**src/hw/rtl/kne_pkg.sv**
```systemverilog
`timescale 1ns / 1ps

package kne_pkg;

    localparam int unsigned COL_W   = 4;
    localparam int unsigned ROW_W   = 4;
    localparam int unsigned NUM_W   = 32;
    localparam int unsigned CNT_W   = 4;
    localparam int unsigned CODE_W  = 4;
    localparam int unsigned MAP_W   = 64;

    localparam logic [COL_W-1:0]  ALL_HIGH    = 4'hF;
    localparam logic [CODE_W-1:0] CODE_DELETE = 4'd13;
    localparam logic [CODE_W-1:0] MAX_DIGIT   = 4'd9;
    localparam logic [CNT_W-1:0]  COUNT_MAX   = 4'd15;
    localparam logic [MAP_W-1:0]  MAP_RESET   = 64'hFEDC_BA09_8765_4321;

    // reciprocal of ten, exact for every 32-bit dividend with a shift of 35
    localparam logic [NUM_W-1:0]  RECIP_TEN   = 32'hCCCC_CCCD;
    localparam int unsigned       RECIP_SHIFT = 35;

    typedef struct packed {
        logic [ROW_W-1:0]  row_drive;
        logic [NUM_W-1:0]  entry_value;
        logic [CNT_W-1:0]  digit_count;
        logic [CODE_W-1:0] key_code;
        logic              key_event;
        logic              entry_done;
    } t_result;

endpackage

```
**src/hw/rtl/kne_if.sv**
```systemverilog
`timescale 1ns / 1ps

interface kne_col_if;
    import kne_pkg::*;
    logic             valid;
    logic             ready;
    logic [COL_W-1:0] col_sample;

    modport source (output valid, output col_sample, input ready);
    modport sink   (input valid, input col_sample, output ready);
endinterface

interface kne_res_if;
    import kne_pkg::*;
    logic              valid;
    logic              ready;
    logic [ROW_W-1:0]  row_drive;
    logic [NUM_W-1:0]  entry_value;
    logic [CNT_W-1:0]  digit_count;
    logic [CODE_W-1:0] key_code;
    logic              key_event;
    logic              entry_done;

    modport source (output valid, output row_drive, output entry_value, output digit_count,
                    output key_code, output key_event, output entry_done, input ready);
    modport sink   (input valid, input row_drive, input entry_value, input digit_count,
                    input key_code, input key_event, input entry_done, output ready);
endinterface

interface kne_cfg_if;
    import kne_pkg::*;
    logic             valid;
    logic             ready;
    logic [MAP_W-1:0] key_map;

    modport source (output valid, output key_map, input ready);
    modport sink   (input valid, input key_map, output ready);
endinterface

```
**src/hw/rtl/kne_div10.sv**
```systemverilog
`timescale 1ns / 1ps

module kne_div10
    import kne_pkg::*;
(
    input  logic [NUM_W-1:0] i_num,
    output logic [NUM_W-1:0] o_quot
);

    logic [2*NUM_W-1:0] prod;

    assign prod   = {{NUM_W{1'b0}}, i_num} * {{NUM_W{1'b0}}, RECIP_TEN};
    assign o_quot = NUM_W'(prod >> RECIP_SHIFT);

endmodule

```
**src/hw/rtl/kne_scan.sv**
```systemverilog
`timescale 1ns / 1ps

module kne_scan
    import kne_pkg::*;
(
    input  logic             i_clk,
    input  logic             i_rst_n,
    input  logic             i_step,
    input  logic [COL_W-1:0] i_cols,
    input  logic [MAP_W-1:0] i_key_map,
    output t_result          o_result
);

    typedef enum logic [1:0] {
        PH_IDLE,
        PH_SCAN,
        PH_RELEASE
    } t_phase;

    t_phase            r_phase,  n_phase;
    logic [1:0]        r_row,    n_row;
    logic [NUM_W-1:0]  r_num,    n_num;
    logic [CNT_W-1:0]  r_cnt,    n_cnt;
    logic              r_finish, n_finish;
    t_result           r_result, n_result;

    logic [1:0]        col_idx;
    logic [3:0]        key_idx;
    logic [CODE_W-1:0] code;
    logic [NUM_W-1:0]  num_div10;
    logic [NUM_W-1:0]  num_append;

    kne_div10 u_div10 (
        .i_num  (r_num),
        .o_quot (num_div10)
    );

    always_comb begin
        // lowest low column wins; column 3 if the first three are high
        if (!i_cols[0]) begin
            col_idx = 2'd0;
        end else if (!i_cols[1]) begin
            col_idx = 2'd1;
        end else if (!i_cols[2]) begin
            col_idx = 2'd2;
        end else begin
            col_idx = 2'd3;
        end
    end

    assign key_idx    = {r_row, col_idx};
    assign code       = i_key_map[{key_idx, 2'b00} +: CODE_W];
    assign num_append = (r_num << 3) + (r_num << 1) + NUM_W'(code);

    always_comb begin
        n_phase  = r_phase;
        n_row    = r_row;
        n_num    = r_num;
        n_cnt    = r_cnt;
        n_finish = r_finish;
        n_result = '0;

        case (r_phase)
            PH_SCAN: begin
                if (i_cols != ALL_HIGH) begin
                    n_result.key_code  = code;
                    n_result.key_event = 1'b1;
                    if (code <= MAX_DIGIT) begin
                        n_num = num_append;
                        if (r_cnt < COUNT_MAX) begin
                            n_cnt = r_cnt + 1'b1;
                        end
                    end else if (code == CODE_DELETE) begin
                        n_num = num_div10;
                        if (r_cnt != '0) begin
                            n_cnt = r_cnt - 1'b1;
                        end
                    end else begin
                        n_finish = 1'b1;
                    end
                    n_phase = PH_RELEASE;
                end else if (r_row == 2'd3) begin
                    n_phase = PH_IDLE;
                    n_row   = 2'd0;
                end else begin
                    n_row              = r_row + 2'd1;
                    n_result.row_drive = ~(ROW_W'(1) << (r_row + 2'd1));
                end
                n_result.entry_value = n_num;
                n_result.digit_count = n_cnt;
            end
            PH_RELEASE: begin
                n_result.entry_value = r_num;
                n_result.digit_count = r_cnt;
                if (i_cols == ALL_HIGH) begin
                    if (r_finish) begin
                        n_result.entry_done = 1'b1;
                        n_finish = 1'b0;
                        n_num    = '0;
                        n_cnt    = '0;
                    end
                    n_phase = PH_IDLE;
                end
            end
            default: begin
                // idle, and the unused phase code behaves the same
                n_phase = PH_IDLE;
                if (i_cols != ALL_HIGH) begin
                    n_phase            = PH_SCAN;
                    n_row              = 2'd0;
                    n_result.row_drive = ~ROW_W'(1);
                end
                n_result.entry_value = r_num;
                n_result.digit_count = r_cnt;
            end
        endcase
    end

    always_ff @(posedge i_clk) begin
        if (!i_rst_n) begin
            r_phase  <= PH_IDLE;
            r_row    <= '0;
            r_num    <= '0;
            r_cnt    <= '0;
            r_finish <= 1'b0;
        end else if (i_step) begin
            r_phase  <= n_phase;
            r_row    <= n_row;
            r_num    <= n_num;
            r_cnt    <= n_cnt;
            r_finish <= n_finish;
        end
        if (i_step) begin
            r_result <= n_result;
        end
    end

    assign o_result = r_result;

endmodule

```
**src/hw/rtl/keypad_number_entry.sv**
```systemverilog
`timescale 1ns / 1ps

// 4x4 matrix keypad scanner that builds a decimal number from key presses.
// i_col takes one column sample per request, taken under the row drive sent
// with the previous result. o_res returns one result per sample: the row
// drive for the next tick, the number and digit count so far, the decoded
// key code with its event flag, and the entry-done pulse.
// i_cfg writes the 64-bit key map (4-bit code per key, row*4+col); it is
// always ready. The key map must be written only while the block is idle,
// a rule on the user that the block itself does not enforce. A sample passes
// through the input register and then the result register.
// Throughput: one sample per cycle while o_res is ready; the per-sample update
// (append a digit, or divide by ten through one reciprocal multiplier) is
// combinational. When o_res stalls the result register holds and i_col stays
// ready until the input register is also full; nothing is dropped.
// Synchronous reset clears both valid flags and returns the scanner to idle
// with number and count at zero and the key map at its default.
module keypad_number_entry
    import kne_pkg::*;
(
    input  logic   i_clk,
    input  logic   i_rst_n,
    kne_col_if.sink   i_col,
    kne_cfg_if.sink   i_cfg,
    kne_res_if.source o_res
);

    logic             r_in_valid;
    logic [COL_W-1:0] r_cols;
    logic             r_out_valid;
    logic [MAP_W-1:0] r_key_map;
    logic             step;
    t_result          result;

    assign step        = r_in_valid && (!r_out_valid || o_res.ready);
    assign i_col.ready = !r_in_valid || step;
    assign i_cfg.ready = 1'b1;

    always_ff @(posedge i_clk) begin
        if (!i_rst_n) begin
            r_in_valid  <= 1'b0;
            r_out_valid <= 1'b0;
            r_key_map   <= MAP_RESET;
        end else begin
            if (i_col.ready) begin
                r_in_valid <= i_col.valid;
            end
            if (step) begin
                r_out_valid <= 1'b1;
            end else if (o_res.ready) begin
                r_out_valid <= 1'b0;
            end
            if (i_cfg.valid) begin
                r_key_map <= i_cfg.key_map;
            end
        end
        if (i_col.ready && i_col.valid) begin
            r_cols <= i_col.col_sample;
        end
    end

    kne_scan u_scan (
        .i_clk     (i_clk),
        .i_rst_n   (i_rst_n),
        .i_step    (step),
        .i_cols    (r_cols),
        .i_key_map (r_key_map),
        .o_result  (result)
    );

    assign o_res.valid       = r_out_valid;
    assign o_res.row_drive   = result.row_drive;
    assign o_res.entry_value = result.entry_value;
    assign o_res.digit_count = result.digit_count;
    assign o_res.key_code    = result.key_code;
    assign o_res.key_event   = result.key_event;
    assign o_res.entry_done  = result.entry_done;

endmodule

```
**src/flat_wrapper.sv**
```systemverilog
// flat-port wrapper written by rule: the top's interface ports become plain ports
module keypad_number_entry_flat import kne_pkg::*;
  (i_clk, i_rst_n, i_col_valid, i_col_col_sample, i_col_ready, i_cfg_valid, i_cfg_key_map, i_cfg_ready, o_res_valid, o_res_row_drive, o_res_entry_value, o_res_digit_count, o_res_key_code, o_res_key_event, o_res_entry_done, o_res_ready);
  kne_col_if i_col_i ();
  kne_cfg_if i_cfg_i ();
  kne_res_if o_res_i ();
  input  logic i_clk;
  input  logic i_rst_n;
  input wire logic [$bits(i_col_i.valid)-1:0] i_col_valid;
  input wire logic [$bits(i_col_i.col_sample)-1:0] i_col_col_sample;
  output wire logic [$bits(i_col_i.ready)-1:0] i_col_ready;
  input wire logic [$bits(i_cfg_i.valid)-1:0] i_cfg_valid;
  input wire logic [$bits(i_cfg_i.key_map)-1:0] i_cfg_key_map;
  output wire logic [$bits(i_cfg_i.ready)-1:0] i_cfg_ready;
  output wire logic [$bits(o_res_i.valid)-1:0] o_res_valid;
  output wire logic [$bits(o_res_i.row_drive)-1:0] o_res_row_drive;
  output wire logic [$bits(o_res_i.entry_value)-1:0] o_res_entry_value;
  output wire logic [$bits(o_res_i.digit_count)-1:0] o_res_digit_count;
  output wire logic [$bits(o_res_i.key_code)-1:0] o_res_key_code;
  output wire logic [$bits(o_res_i.key_event)-1:0] o_res_key_event;
  output wire logic [$bits(o_res_i.entry_done)-1:0] o_res_entry_done;
  input wire logic [$bits(o_res_i.ready)-1:0] o_res_ready;
  assign i_col_i.valid = i_col_valid;
  assign i_col_i.col_sample = i_col_col_sample;
  assign i_col_ready = i_col_i.ready;
  assign i_cfg_i.valid = i_cfg_valid;
  assign i_cfg_i.key_map = i_cfg_key_map;
  assign i_cfg_ready = i_cfg_i.ready;
  assign o_res_valid = o_res_i.valid;
  assign o_res_row_drive = o_res_i.row_drive;
  assign o_res_entry_value = o_res_i.entry_value;
  assign o_res_digit_count = o_res_i.digit_count;
  assign o_res_key_code = o_res_i.key_code;
  assign o_res_key_event = o_res_i.key_event;
  assign o_res_entry_done = o_res_i.entry_done;
  assign o_res_i.ready = o_res_ready;
  keypad_number_entry u_core (.i_clk(i_clk), .i_rst_n(i_rst_n), .i_col(i_col_i), .i_cfg(i_cfg_i), .o_res(o_res_i));
endmodule
```
**config.mk**
```make
export PLATFORM = sky130hd
export DESIGN_NAME = keypad_number_entry_flat
export DESIGN_NICKNAME = d
export VERILOG_FILES = /design/src/hw/rtl/kne_pkg.sv /design/src/hw/rtl/kne_if.sv /design/src/hw/rtl/kne_div10.sv /design/src/hw/rtl/kne_scan.sv /design/src/hw/rtl/keypad_number_entry.sv /design/src/flat_wrapper.sv
export SDC_FILE = /design/constraint.sdc
export NUM_CORES = 2
export LEC_CHECK = 0
export BUFFER_PORTS_ARGS = -buffer_cell sky130_fd_sc_hd__buf_2
export CAP_MARGIN = 20
export CORE_MARGIN = 3
export CORE_UTILIZATION = 30
export CTS_BUF_LIST = sky130_fd_sc_hd__clkbuf_16
export CTS_CLUSTER_DIAMETER = 60
export CTS_CLUSTER_SIZE = 8
export DETAILED_ROUTE_END_ITERATION = 10
export PLACE_DENSITY = 0.55
export SYNTH_ARGS = -nofsm -noshare
export SYNTH_HDL_FRONTEND = slang
export SYNTH_SLANG_ARGS = --single-unit
```
**constraint.sdc**
```tcl
create_clock -name i_clk -period 20.3 [get_ports i_clk]
set_input_delay 4.06 -clock i_clk [delete_from_list [all_inputs] [get_ports i_clk]]
set_output_delay 4.06 -clock i_clk [all_outputs]
set_load 0.005 [all_outputs]
```
==> run_summary.xml <==
<?xml version="1.0" encoding="UTF-8"?>
<metrics>
  <group name="global_route">
    <metric name="grt_first_pass_wirelength" unit="µm">121000</metric>
    <metric name="gr-total-overflow" unit="">0</metric>
    <metric name="grt_pass1_vias" unit="">19894</metric>
    <metric name="gr-usage-all-layers" unit="%">17.7</metric>
    <metric name="pin_count_of_the_biggest_net_entering_global_routing" unit="">79</metric>
    <metric name="initial_antenna_violation_count" unit="">0</metric>
  </group>
  <group name="route">
    <metric name="detail-route-antenna-nets" unit="">0</metric>
    <metric name="drt_first_pass_iters" unit="">5</metric>
    <metric name="detail_route.iter0.violations" unit="">1104</metric>
    <metric name="route.detailed.vias_per_inst" unit="">4.85</metric>
    <metric name="total_wirelength_of_the_detailed_routed_design" unit="µm">79300</metric>
    <metric name="vias" unit="">19133</metric>
    <metric name="routed_wire_length_per_instance" unit="µm">20.1</metric>
    <metric name="remaining_drc_errors" unit="">0</metric>
  </group>
  <group name="sta">
    <metric name="min_period" unit="ns">8.64</metric>
    <metric name="highest_clock_rate" unit="GHz">0.116</metric>
    <metric name="finalHoldViolations" unit="">0</metric>
    <metric name="slew_headroom" unit="%">27.7</metric>
    <metric name="setup_viol" unit="">0</metric>
    <metric name="hold_ws" unit="ns">0.475</metric>
    <metric name="final.period_utilization" unit="%">42.6</metric>
    <metric name="worst_pin_slew" unit="ns">1.08</metric>
    <metric name="final-max-slew-violation-count" unit="">0</metric>
    <metric name="setup-tns-final" unit="ns">0</metric>
    <metric name="finalClockSkew" unit="ns">0.0159</metric>
    <metric name="rsz_0062_raised_after_global_routing" unit="">false</metric>
  </group>
  <group name="pwr">
    <metric name="netSwitchingFraction" unit="%">32.3</metric>
    <metric name="cellInternalPower" unit="W">0.000566</metric>
    <metric name="largest_voltage_drop_on_the_vdd_net" unit="µV">60.1</metric>
    <metric name="post-layout-total-power" unit="W">0.000836</metric>
    <metric name="leakage" unit="nW">15.1</metric>
    <metric name="power_frac_comb" unit="%">20.3</metric>
    <metric name="power_per_cell_area" unit="nW/µm²">29.3</metric>
    <metric name="power.clock.fraction" unit="%">38.2</metric>
    <metric name="p_sw" unit="W">0.000270</metric>
    <metric name="power.sequential.fraction" unit="%">41.5</metric>
  </group>
  <group name="placement">
    <metric name="buffer_ports.inserted" unit="">120</metric>
    <metric name="post-dp-hpwl" unit="µm">67300</metric>
    <metric name="gp_congestion" unit="">0.957</metric>
  </group>
  <group name="floorplanning">
    <metric name="num_rows" unit="">107</metric>
    <metric name="floorplan.die.width" unit="µm">301</metric>
    <metric name="dieArea" unit="µm²">90500</metric>
    <metric name="num_io_pins" unit="">122</metric>
    <metric name="starting_density" unit="%">30.4</metric>
    <metric name="fp.coreArea" unit="µm²">85700</metric>
    <metric name="floorplan_die_height" unit="µm">301</metric>
  </group>
  <group name="yosys">
    <metric name="seq_total_area_yosys" unit="%">14.0</metric>
    <metric name="mappedNetlistArea" unit="µm²">26100</metric>
    <metric name="synthArstFlopShare" unit="%">0</metric>
    <metric name="ys_ff_latch" unit="">157</metric>
    <metric name="ys_types" unit="">81</metric>
    <metric name="number_of_enable_flip_flop_cells_after_synthesis" unit="">50</metric>
    <metric name="post_synth_inst_count" unit="">2706</metric>
    <metric name="yosysTopAreaCell" unit="">fa_1</metric>
    <metric name="most_frequent_cell_after_synthesis" unit="">inv_1</metric>
    <metric name="ys_top_cells_by_area" unit="">fa_1 29%, ha_1 20%, dfxtp_1 8.2%</metric>
    <metric name="yosys-top-cells-count" unit="">538 x inv_1, 415 x ha_1, 379 x fa_1</metric>
    <metric name="synth_flop_cell" unit="">dfxtp_1</metric>
    <metric name="yosysWarningCount" unit="">0</metric>
    <metric name="syn_avg_cell_area" unit="µm²">9.63</metric>
    <metric name="top_area_cell_type_share_of_the_netlist_area" unit="%">29.1</metric>
    <metric name="synth_fp_nets" unit="">3573</metric>
  </group>
  <group name="hold_path">
    <metric name="holdCritPathClass" unit="">flop to flop</metric>
    <metric name="hold_path_startpoint" unit="">u_core.r_key_map[45]$_SDFFE_PN1P_</metric>
  </group>
  <group name="cells_and_area">
    <metric name="regArea" unit="µm²">3640</metric>
    <metric name="layout-drive-gt1-share" unit="%">7.21</metric>
    <metric name="antennaDiodeCount" unit="">0</metric>
    <metric name="multi_input_area" unit="µm²">20100</metric>
    <metric name="count_of_nets_after_finishing" unit="">3655</metric>
    <metric name="area_growth" unit="%">9.39</metric>
    <metric name="final.fill_count" unit="">8946</metric>
  </group>
  <group name="cts">
    <metric name="post_cts.resized_instances" unit="">0</metric>
    <metric name="maximum_count_of_clock_buffers_along_a_single_path" unit="">2</metric>
    <metric name="cts.reportedPaths.clkPinSlew" unit="ns">0.07</metric>
    <metric name="postCtsSetupRepairBufs" unit="">0</metric>
    <metric name="clock_insertion_delay_worst_skew" unit="ns">0.45</metric>
    <metric name="tritoncts_clock_tree" unit="">yes</metric>
    <metric name="cts-hold-fix-buffers" unit="">0</metric>
    <metric name="htreeDepth" unit="">4</metric>
    <metric name="clock_sinks" unit="">157</metric>
    <metric name="cts-buffers-inserted" unit="">17</metric>
    <metric name="ctsRootBufferMaster" unit="">clkbuf_16</metric>
  </group>
  <group name="critical_path">
    <metric name="critPathKind" unit="">input pin to primary output</metric>
    <metric name="cp_max_fo" unit="">4</metric>
    <metric name="data_required_critical_path" unit="ns">16.24</metric>
    <metric name="cp-start-kind" unit="">input pin</metric>
    <metric name="setup.worst_path.end_class" unit="">primary output</metric>
    <metric name="r2r-start" unit="">u_core.u_scan.r_num[9]$_SDFFE_PN0P_</metric>
    <metric name="cp-startpoint" unit="">o_res_ready</metric>
    <metric name="worst_ep_arrival_time" unit="ns">4.58</metric>
  </group>
  <group name="flow_run">
    <metric name="max_cap_violations" unit="">0</metric>
  </group>
  <group name="outcome">
    <metric name="status" unit="">completed</metric>
  </group>
</metrics>
## power by group through the flow
stage / Sequential (W) / Combinational [W] / Clock, W
after global routing: 0.000349 / 0.000187 / 0.000339
after global placement: 0.000354 / 0.000168 / 0
after detailed placement: 0.000354 / 0.000167 / 0
after CTS: 0.000347 / 0.000170 / 0.000329
after floorplan: 0.000351 / 0.000110 / 0
final: 0.000347 / 0.000170 / 0.000319
## sequential cells by signal, indices dropped and copies added (netlist names)
register,cells
u_core.o_res.valid,1
u_core.r_cols,4
u_core.r_in_valid,1
u_core.r_key_map,64
u_core.u_scan.o_result,46
u_core.u_scan.r_cnt,4
u_core.u_scan.r_finish,1
u_core.u_scan.r_num,32
u_core.u_scan.r_phase,2
u_core.u_scan.r_row,2
## cells by family after synthesis
logic type / Yosys count / share of synthesized area [%]
other: 1 / 0.0144
DFF: 157 / 14.0
AOI/OAI and AO/OA: 461 / 11.8
buffers and inverters: 613 / 8.88
and+or+nand+nor: 467 / 8.58
xor gates and xnor gates: 115 / 3.86
muxes: 98 / 3.82
adders and majority gates: 794 / 49.0
## metal layers
layer,GRT usage (%),vias up,share of wire (%)
li1,-,9133,-
met1,23.5,9399,45
met2,29.1,492,47
met3,3.09,109,5.2
met4,6.32,0,3.5
met5,0,-,0
## per-stage QoR
stage          util (%)  instances  area, µm²  setup WS (ns)
6_report           33.3       3945      28500          11.66
5_1_grt            33.3       3945      28500          11.31
4_1_cts            33.3       3945      28500          11.66
3_5_place_dp       32.6       3913      27900          11.66
3_3_place_gp       32.6       3913      27900          11.65
2_1_floorplan         -       2706      26100          11.91
## final cells by class
type                            count  area share, %
Multi-Input combinational cell   1936           70.5
Tap cell                         1144           5.02
Inverter                          540           7.11
Timing Repair Buffer              136           2.54
Clock buffer                       17           1.49
Sequential cell                   157           12.8
Clock inverter                     15          0.526
## cell usage in the layout, fill, tap and decap left out, drive strengths merged, types with 36 or more instances in the layout
cell | netlist | layout
xor2 | 63 | 63
nor2b | 50 | 50
a21o | 44 | 44
xnor2 | 52 | 52
mux2i | 86 | 86
o21ai | 99 | 99
inv | 538 | 547
fa | 379 | 379
a21oi | 123 | 123
nand2 | 166 | 166
edfxtp | 50 | 50
buf | 11 | 136
nor2 | 94 | 94
ha | 415 | 415
nand3 | 36 | 36
dfxtp | 107 | 107
## critical path, cell delays in order
cell and delay (ns):
buf_2 0.10, nor2b_1 0.20, nand2_1 0.09, buf_2 0.13
## final timing paths
path                                           to  slack (ns)  cells past startpoint
max                                   i_col_ready       11.66                      4
min reg2reg     u_core.r_key_map[45]$_SDFFE_PN1P_        0.47                      2
min             u_core.r_key_map[45]$_SDFFE_PN1P_        0.47                      2
max reg2reg  u_core.u_scan.o_result[36]$_DFFE_PP_       11.67                     23
Power figures use the tool's default switching activity.
